[config.mk]
export PLATFORM = sky130hd
export DESIGN_NAME = bqrd_ctrl
export DESIGN_NICKNAME = d
export VERILOG_FILES = /design/src/bayer_quad_to_rgb_decimator_unit_defines.svh /design/src/bqrd_pkg.sv /design/src/bqrd_ctrl.sv
export SDC_FILE = /design/constraint.sdc
export NUM_CORES = 1
export LEC_CHECK = 0
export ABC_AREA = 1
export BUFFER_PORTS_ARGS = -buffer_cell sky130_fd_sc_hd__buf_2
export CAP_MARGIN = 30
export CORE_ASPECT_RATIO = 1.5
export CORE_UTILIZATION = 50
export DETAILED_ROUTE_END_ITERATION = 8
export PLACE_DENSITY = 0.69
export SLEW_MARGIN = 20
export SYNTH_ARGS = -nofsm -noshare
export SYNTH_HDL_FRONTEND = slang
export SYNTH_SLANG_ARGS = --single-unit
[constraint.sdc]
create_clock -name aclk -period 6.45 [get_ports aclk]
set_input_delay 0.645 -clock aclk [delete_from_list [all_inputs] [get_ports aclk]]
set_output_delay 0.645 -clock aclk [all_outputs]
set_load 0.01 [all_outputs]
[src/bayer_quad_to_rgb_decimator_unit_defines.svh]
// assertion macros shared by the decimator rtl
`ifndef BAYER_QUAD_TO_RGB_DECIMATOR_UNIT_DEFINES_SVH
`define BAYER_QUAD_TO_RGB_DECIMATOR_UNIT_DEFINES_SVH

// same-cycle implication, sampled on aclk, off during reset
`define BQRD_ASSERT_NOW(label, ante, cons, msg) \
    label: assert property (@(posedge aclk) disable iff (!aresetn) (ante) |-> (cons)) \
        else $error(msg);

// next-cycle implication, sampled on aclk, off during reset
`define BQRD_ASSERT_NEXT(label, ante, cons, msg) \
    label: assert property (@(posedge aclk) disable iff (!aresetn) (ante) |=> (cons)) \
        else $error(msg);

`endif

[src/bqrd_pkg.sv]
// types, constants and helpers for the bayer quad decimator
package bqrd_pkg;

    localparam int CFG_W            = 13;
    localparam int ROW_W            = 12;
    localparam int MAX_FRAME_HEIGHT = 4096;

    localparam logic [7:0]       CLIP_LIMIT         = 8'hff;
    localparam logic [CFG_W-1:0] LINE_WIDTH_RESET   = 13'd1280;
    localparam logic [CFG_W-1:0] FRAME_HEIGHT_RESET = 13'd720;

    typedef logic [0:0] cfg_index_t;
    localparam cfg_index_t REG_LINE_WIDTH   = 1'b0;
    localparam cfg_index_t REG_FRAME_HEIGHT = 1'b1;

    typedef struct packed {
        logic [15:0] raw_pixel;
        logic        frame_start;
    } in_item_t;

    typedef struct packed {
        logic [7:0] blue;
        logic [7:0] green;
        logic [7:0] red;
        logic       frame_end;
    } out_item_t;

    // what the current sample does, from its position in the mosaic
    typedef struct packed {
        logic load_blue;
        logic store_pair;
        logic emit;
        logic frame_end;
    } ctrl_flags_t;

    function automatic logic [7:0] clip8(input logic [15:0] v);
        return (|v[15:8]) ? CLIP_LIMIT : v[7:0];
    endfunction

endpackage

[src/bqrd_ctrl.sv]
// size registers and raster position counters of the decimator
module bqrd_ctrl import bqrd_pkg::*; #(
    parameter int MAX_LINE_WIDTH = 4096
) (
    input  logic                                aclk,
    input  logic                                aresetn,
    input  logic                                cfg_we,
    input  cfg_index_t                          cfg_index,
    input  logic [CFG_W-1:0]                    cfg_data,
    input  logic                                advance,
    input  logic                                frame_start,
    output logic [$clog2(MAX_LINE_WIDTH)-2:0]   slot,
    output ctrl_flags_t                         flags
);

    localparam int          CW    = $clog2(MAX_LINE_WIDTH);
    localparam int          SW    = CW - 1;
    localparam logic [13:0] W_MAX = 14'(MAX_LINE_WIDTH);
    localparam logic [12:0] H_MAX = 13'(MAX_FRAME_HEIGHT);

    logic [CFG_W-1:0] line_width_reg, line_width_next;
    logic [CFG_W-1:0] frame_height_reg, frame_height_next;
    logic [CW-1:0]    col_reg, col_next;
    logic [ROW_W-1:0] row_reg, row_next;

    logic [CW-1:0]    col_eff;
    logic [ROW_W-1:0] row_eff;
    logic [13:0]      lw, w_clamped, w_last;
    logic [12:0]      h_clamped, h_even, row_step;
    logic             last_col, last_row;

    always_comb begin
        line_width_next   = line_width_reg;
        frame_height_next = frame_height_reg;
        if (cfg_we) begin
            case (cfg_index)
                REG_LINE_WIDTH:   line_width_next   = cfg_data;
                REG_FRAME_HEIGHT: frame_height_next = cfg_data;
                default: ;
            endcase
        end
    end

    // sizes in effect: clamped to the legal range, forced even
    always_comb begin
        lw = {1'b0, line_width_reg};
        if (lw < 14'd2) begin
            w_clamped = 14'd2;
        end else if (lw > W_MAX) begin
            w_clamped = W_MAX;
        end else begin
            w_clamped = lw;
        end
        w_last = {w_clamped[13:1], 1'b0} - 14'd1;

        if (frame_height_reg < 13'd2) begin
            h_clamped = 13'd2;
        end else if (frame_height_reg > H_MAX) begin
            h_clamped = H_MAX;
        end else begin
            h_clamped = frame_height_reg;
        end
        h_even = {h_clamped[12:1], 1'b0};
    end

    always_comb begin
        col_eff  = frame_start ? '0 : col_reg;
        row_eff  = frame_start ? '0 : row_reg;
        last_col = 14'(col_eff) >= w_last;
        last_row = {1'b0, row_eff} >= (h_even - 13'd1);

        if (last_col) begin
            col_next = '0;
            row_step = last_row ? 13'd0 : ({1'b0, row_eff} + 13'd1);
        end else begin
            col_next = col_eff + CW'(1);
            row_step = {1'b0, row_eff};
        end
        // a shrunken height takes effect at once
        row_next = (row_step >= h_even) ? '0 : row_step[ROW_W-1:0];

        slot             = col_eff[SW:1];
        flags.load_blue  = !row_eff[0] && !col_eff[0];
        flags.store_pair = !row_eff[0] &&  col_eff[0];
        flags.emit       =  row_eff[0] &&  col_eff[0];
        flags.frame_end  = last_col && last_row;
    end

    always_ff @(posedge aclk) begin
        if (!aresetn) begin
            line_width_reg   <= LINE_WIDTH_RESET;
            frame_height_reg <= FRAME_HEIGHT_RESET;
            col_reg          <= '0;
            row_reg          <= '0;
        end else begin
            line_width_reg   <= line_width_next;
            frame_height_reg <= frame_height_next;
            if (advance) begin
                col_reg <= col_next;
                row_reg <= row_next;
            end
        end
    end

endmodule
==> results of run 1 <==
## cell usage after synthesis (4+ instances only)
cell      instances  share of area, %
a21o_1            4              0.74
a21oi_1          42               5.2
clkbuf_1         12               1.1
dfxtp_1          50                25
ha_1             38                12
inv_1            77               7.1
nand2_1         147                14
nand2_2           5              0.77
nand3_1          39               4.8
nand4_1          12               1.8
nor2_1           93               8.6
nor3_1            6              0.74
nor4_1            4              0.61
o21ai_0          42               5.2
xnor2_1          10               2.2
xor2_1           12               2.6
## metrics by stage
stage,std cells,instance area (sq um)
global route,760,4400
global placement,752,4250
detailed placement,752,4250
finish,760,4400
floorplan,638,4070
CTS,760,4400
## tightest hold or removal path, delay by kind of cell (launching register included)
family / cells / cell delay, ns
AOI/OAI and AO/OA: 1 / 0.05
DFF: 1 / 0.30
buffers and inverters: 1 / 0.06
## cell type report
type                    count  area (sq um)  area share, %
repair buffers             33           165           3.76
clock inverters             3          25.0          0.569
multi-input cells         487          2650           60.3
well taps                 102           128           2.90
flip-flops and latches     50          1000           22.8
clock buffers               5           125           2.84
inverters                  80           303           6.88
## kinds of logic (layout without fill, tap and decap cells)
logic type	count (synthesis)	after routing	synth area share, %
and+or+nand+nor	319	319	33.5
AOI/OAI and AO/OA	108	108	15.2
DFF	50	50	24.6
buffers and inverters	101	121	10.3
adders and majority gates	38	38	11.7
xor gates and xnor gates	22	22	4.73
## metal layers
layer  GRT usage (%)  up-vias
met5               0        -
met4            15.3        0
met3            3.41       39
li1                -     2110
met2            48.4      127
met1            31.0     1891
## power by group through the flow
stage	Sequential (mW)	Clock [mW]	Combinational (mW)
2_1_floorplan	0.346	0	0.201
3_3_place_gp	0.350	0	0.247
3_5_place_dp	0.351	0	0.252
4_1_cts	0.344	0.273	0.254
5_1_grt	0.346	0.283	0.292
6_report	0.344	0.270	0.254
## final timing paths
path,startpoint,end,slack [ns]
setup / recovery,frame_height_reg[3],row_reg[2],1.15
hold / removal,frame_height_reg[0],frame_height_reg[0],0.46
setup reg to reg,frame_height_reg[3],row_reg[2],1.15
hold reg to reg,frame_height_reg[0],frame_height_reg[0],0.46
==> run summary, run 1 <==
switching share of power: 35.1%
hold crit path type: register to register
Setup CP Type: register to register
largest net degree at the start of global routing: 36
DRT iter0 DRCs: 242
Worst VDD drop: 0.180 mV
fillers: 808
fin. max-slew vios: 0
Synth Register Bits: 50
Setup TNS: 0 ns
most frequent cells in the layout: nand2_1 (147), nor2_1 (93), inv_1 (77)
grt total ovfl: 0
share of layout cells above drive strength 1: 9.12%
CTS tree: done
Syn-to-layout area delta: 8.02%
CTS Buf Count: 5
Tcrit/Tclk final: 82.2%
core box area: 7760 sq um
Post-Syn Area: 4070 sq um
Psw: 0.305 mW
FFs w/ async S/R, synth: 0%
Max FO, Critical Path: 15
critical path depth: 29
Ys Warns: 0
largest buffer count on any clock path: 2
delay-heaviest family, CP: simple AND/OR/NAND/NOR gates
# port buffers: 33
Hold Vio Cnt, Final: 0
Reg power frac: 39.6%
Post-synth EDFFs: 0
most common cell after layout, fill and taps aside: nand2_1
register area share after synthesis: 24.6%
Worst-Skew Late Latency: 0.29 ns
Final Critical Period: 5.30 ns
crit path DAT: 5.52 ns
# resized after CTS: 0
relative max-transition margin: 40.0%
hold depth: 2
die width: 75.7 um
fmax: 189 MHz
DRT Pass-1 Iters: 4
initial antenna violation count: 0
Initial Utilization: 52.5%
HPWL Detailed: 8430 um
CP most frequent cell: nand2_1
Distinct cells, synth: 42
syn_area_per_cell: 6.38 sq um
area of the die: 8520 sq um
Int Power: 0.564 mW
worst slack, placed: 1.17 ns
slowest stage delay, CP: 0.35 ns
clock power share: 31.1%
Root Driver: clkbuf_16
Row Count: 39
Die Ht: 113 um
post-layout util: 56.7%
vias: 4167
Layout Nets: 714
total chip power: 0.868 mW
Hold-fix buffers, CTS: 0
Logic pwr share: 29.3%
Setup Skew: 0.00835 ns
Buf/Inv on CP: 1
crit path max-delay cell type: dfxtp_1
CP endpoint kind: register
clock sink count: 50
Worst-path clk slew: 0.07 ns
DR top layer: met4
Max-cap violations: 0
LEAKAGE: 2.20 nW
PnR worst setup slack: 1.15 ns
startpoint class of the critical path: register
Power Density: 197 nW/um^2
status: finished, final reports clean
worst slew pin tran: 0.899 ns
number of I/O pins: 34
WP data required: 6.66 ns
first-pass GRT wire length: 18100 um
synthesized instance count: 638
Overall Global Routing Usage: 27.6%
met1 wire length: 4310 um
Mapped Nets: 695
vias in the first global route: 4105
setup violators final: 0
H-Tree Depth: 2
postcts setup bufs: 0
worst r2r path cells: 29
met3 wire length: 353 um
post-DR wirelength/cell: 14.1 um
DRC: 0
Final ANT Viol Nets: 0
WHS: 0.461 ns
met2 routed WL: 5570 um
vias per inst: 5.48
Antenna Cells: 0
GPL Wtd Cong: 0.885
Post-Route WL: 10700 um
unrepaired setup endpoints after global routing: no
Synth Flop Type: dfxtp_1
Note: power is estimated with default switching activity, not from simulation.
==> run 2: changes to the inputs <==
clock period = 5.15 ns   (was 6.45 ns; I/O delays follow)
==> run summary, run 2 (same netlist as run 1, synthesis figures left out) <==
status: finished, final reports clean
worst reg2reg startpoint: frame_height_reg[3]
H-Tree Depth: 2 (unchanged)
DP Area: 4270 sq um (+0.53%)
post-DR wirelength/cell: 14.5 um (+2.7%)
largest buffer count on any clock path: 2 (unchanged)
largest net degree at the start of global routing: 36 (unchanged)
Syn-to-layout area delta: 11.3%
Initial Utilization: 52.5% (unchanged)
fillers: 757 (-6.3%)
Setup Skew: 0.00617 ns (-0.00218 ns)
core box area: 7760 sq um (unchanged)
HPWL Detailed: 8560 um (+1.6%)
Final Critical Period: 4.80 ns (-0.507 ns)
Die Ht: 113 um (unchanged)
Row Count: 39 (unchanged)
CP most frequent cell: nand2_1
worst slew pin tran: 0.909 ns (+0.0101 ns)
Hold Vio Cnt, Final: 0 (unchanged)
relative max-transition margin: 39.3% (-0.68 points)
DRC: 0 (unchanged)
die width: 75.7 um (unchanged)
crit path DAT: 4.96 ns (-0.56 ns)
Worst-Skew Late Latency: 0.29 ns (about the same)
worst reg2reg endpoint: row_reg[8]
worst r2r path cells: 29 (unchanged)
CP endpoint kind: register
hold depth: 3 (+1)
slowest stage delay, CP: 0.52 ns (+0.17 ns)
startpoint class of the critical path: register
Power Density: 247 nW/um^2 (+25%)
WP data required: 5.31 ns (-1.35 ns)
design area: 4530 sq um (+3.1%)
vias: 4243 (+1.8%)
first-pass GRT wire length: 18000 um (-0.80%)
Post-Route WL: 11200 um (+3.9%)
area of the die: 8520 sq um (unchanged)
clock sink count: 50 (unchanged)
share of layout cells above drive strength 1: 11.2% (+2.1 points)
Setup CP Type: register to register
DRT iter0 DRCs: 219 (-9.5%)
reg2reg setup slack: 0.35 ns (-0.79 ns)
CTS tree: done
fin. max-slew vios: 0 (unchanged)
LEAKAGE: 2.25 nW (+2.5%)
setup violators final: 0 (unchanged)
initial antenna violation count: 0 (unchanged)
Final ANT Viol Nets: 0 (unchanged)
Root Driver: clkbuf_16
Worst-path clk slew: 0.07 ns (about the same)
vias per inst: 5.52 (+0.63%)
Worst VDD drop: 0.178 mV (-1.2%)
most common cell after layout, fill and taps aside: nand2_1
grt total ovfl: 0 (unchanged)
most frequent cells in the layout: nand2_1 (143), nor2_1 (93), inv_1 (77)
number of I/O pins: 34 (unchanged)
DRT Pass-1 Iters: 7 (+3)
GPL Wtd Cong: 0.897 (+1.4%)
Max FO, Critical Path: 7 (-8)
# port buffers: 33 (unchanged)
Tcrit/Tclk final: 93.2% (+11 points)
Max-cap violations: 0 (unchanged)
hold crit path type: input port to register
Layout Nets: 723 (+1.3%)
Worst Hold Launch: cfg_data[4]
crit path max-delay cell type: nor4_1
Antenna Cells: 0 (unchanged)
vias in the first global route: 3930 (-4.3%)
Overall Global Routing Usage: 27.9% (+0.33 points)
CTS Buf Count: 5 (unchanged)
WHS Endpoint: frame_height_reg[4]
total chip power: 1.12 mW (+29%)
fmax: 208 MHz (+11%)
==> run 2: cell count changes in the layout (fill, tap and decap cells not counted), sizes merged <==
cell    previous run  this run
buf               33        40
nand2            154       156
clkbuf             5         6
inv               81        80
==> run 2: critical path: cells and delay by family (launching register included) <==
| family | cells | cell delay (ns) |
|---|---|---|
| AND/OR/NAND/NOR | 19 | 2.70 |
| adder cells (fa/ha/maj) | 3 | 0.81 |
| AO/OA/AOI/OAI | 4 | 0.43 |
| buffers and inverters | 2 | 0.24 |
| XOR/XNOR | 1 | 0.14 |
| flip-flops | 1 | 0.34 |
==> run 2: worst max-delay path by stage <==
stage / startpoint / to / slack (ns) / cells past startpoint
floorplan: frame_height_reg[3] / row_reg[1] / 0.77 / 31
global placement: frame_height_reg[3] / row_reg[2] / 0.22 / 29
detailed placement: line_width_reg[2] / row_reg[9] / 0.13 / 30
CTS: line_width_reg[2] / row_reg[9] / 0.09 / 30
global route: frame_height_reg[3] / row_reg[9] / -0.06 / 29
finish: frame_height_reg[3] / row_reg[8] / 0.35 / 29
==> run 2: timing repair <==
item / CTS / global route
hold buffers: 0 / 0
hold endpoints to repair: 0 / 0
endpoints found under the setup margin: 0 / 12
resized for setup: 0 / 10
setup buffers: 0 / 4
==> run 2: per-layer routing <==
layer  global-route usage, %  wire, um
met2                    47.6      5780
met1                    31.0      4360
met5                       0         0
met4                    16.9       554
met3                    5.12       471
==> run 2: report_power, final <==
| part | internal (mW) | leakage [nW] | switching (mW) |
|---|---|---|---|
| logic | 0.123 | 1.77 | 0.225 |
| registers | 0.411 | 0.411 | 0.0190 |
| clock network | 0.193 | 0.0729 | 0.148 |
| total | 0.727 | 2.25 | 0.392 |
==> run 2: final cells by class <==
type	count	area, sq um	share of cell area (%)
Timing Repair Buffer	40	230	5.08
Multi-Input combinational cell	489	2720	60.0
Sequential cell	50	1000	22.1
Inverter	80	303	6.68
Clock buffer	6	139	3.06
Clock inverter	2	12.5	0.276
Tap cell	102	128	2.82
==> run 2: per-stage QoR <==
step / setup slack [ns] / instances / TNS, ns / hold slack, ns / utilization (%)
floorplan: 0.773 / 638 / 0 / 0.430 / -
detailed placement: 0.131 / 755 / 0 / 0.453 / 55.0
finish: 0.352 / 769 / 0 / 0.440 / 58.4
CTS: 0.0937 / 763 / 0 / 0.435 / 57.0
global route: -0.0601 / 769 / -0.565 / 0.436 / 58.4
global placement: 0.225 / 755 / 0 / 0.444 / 55.0
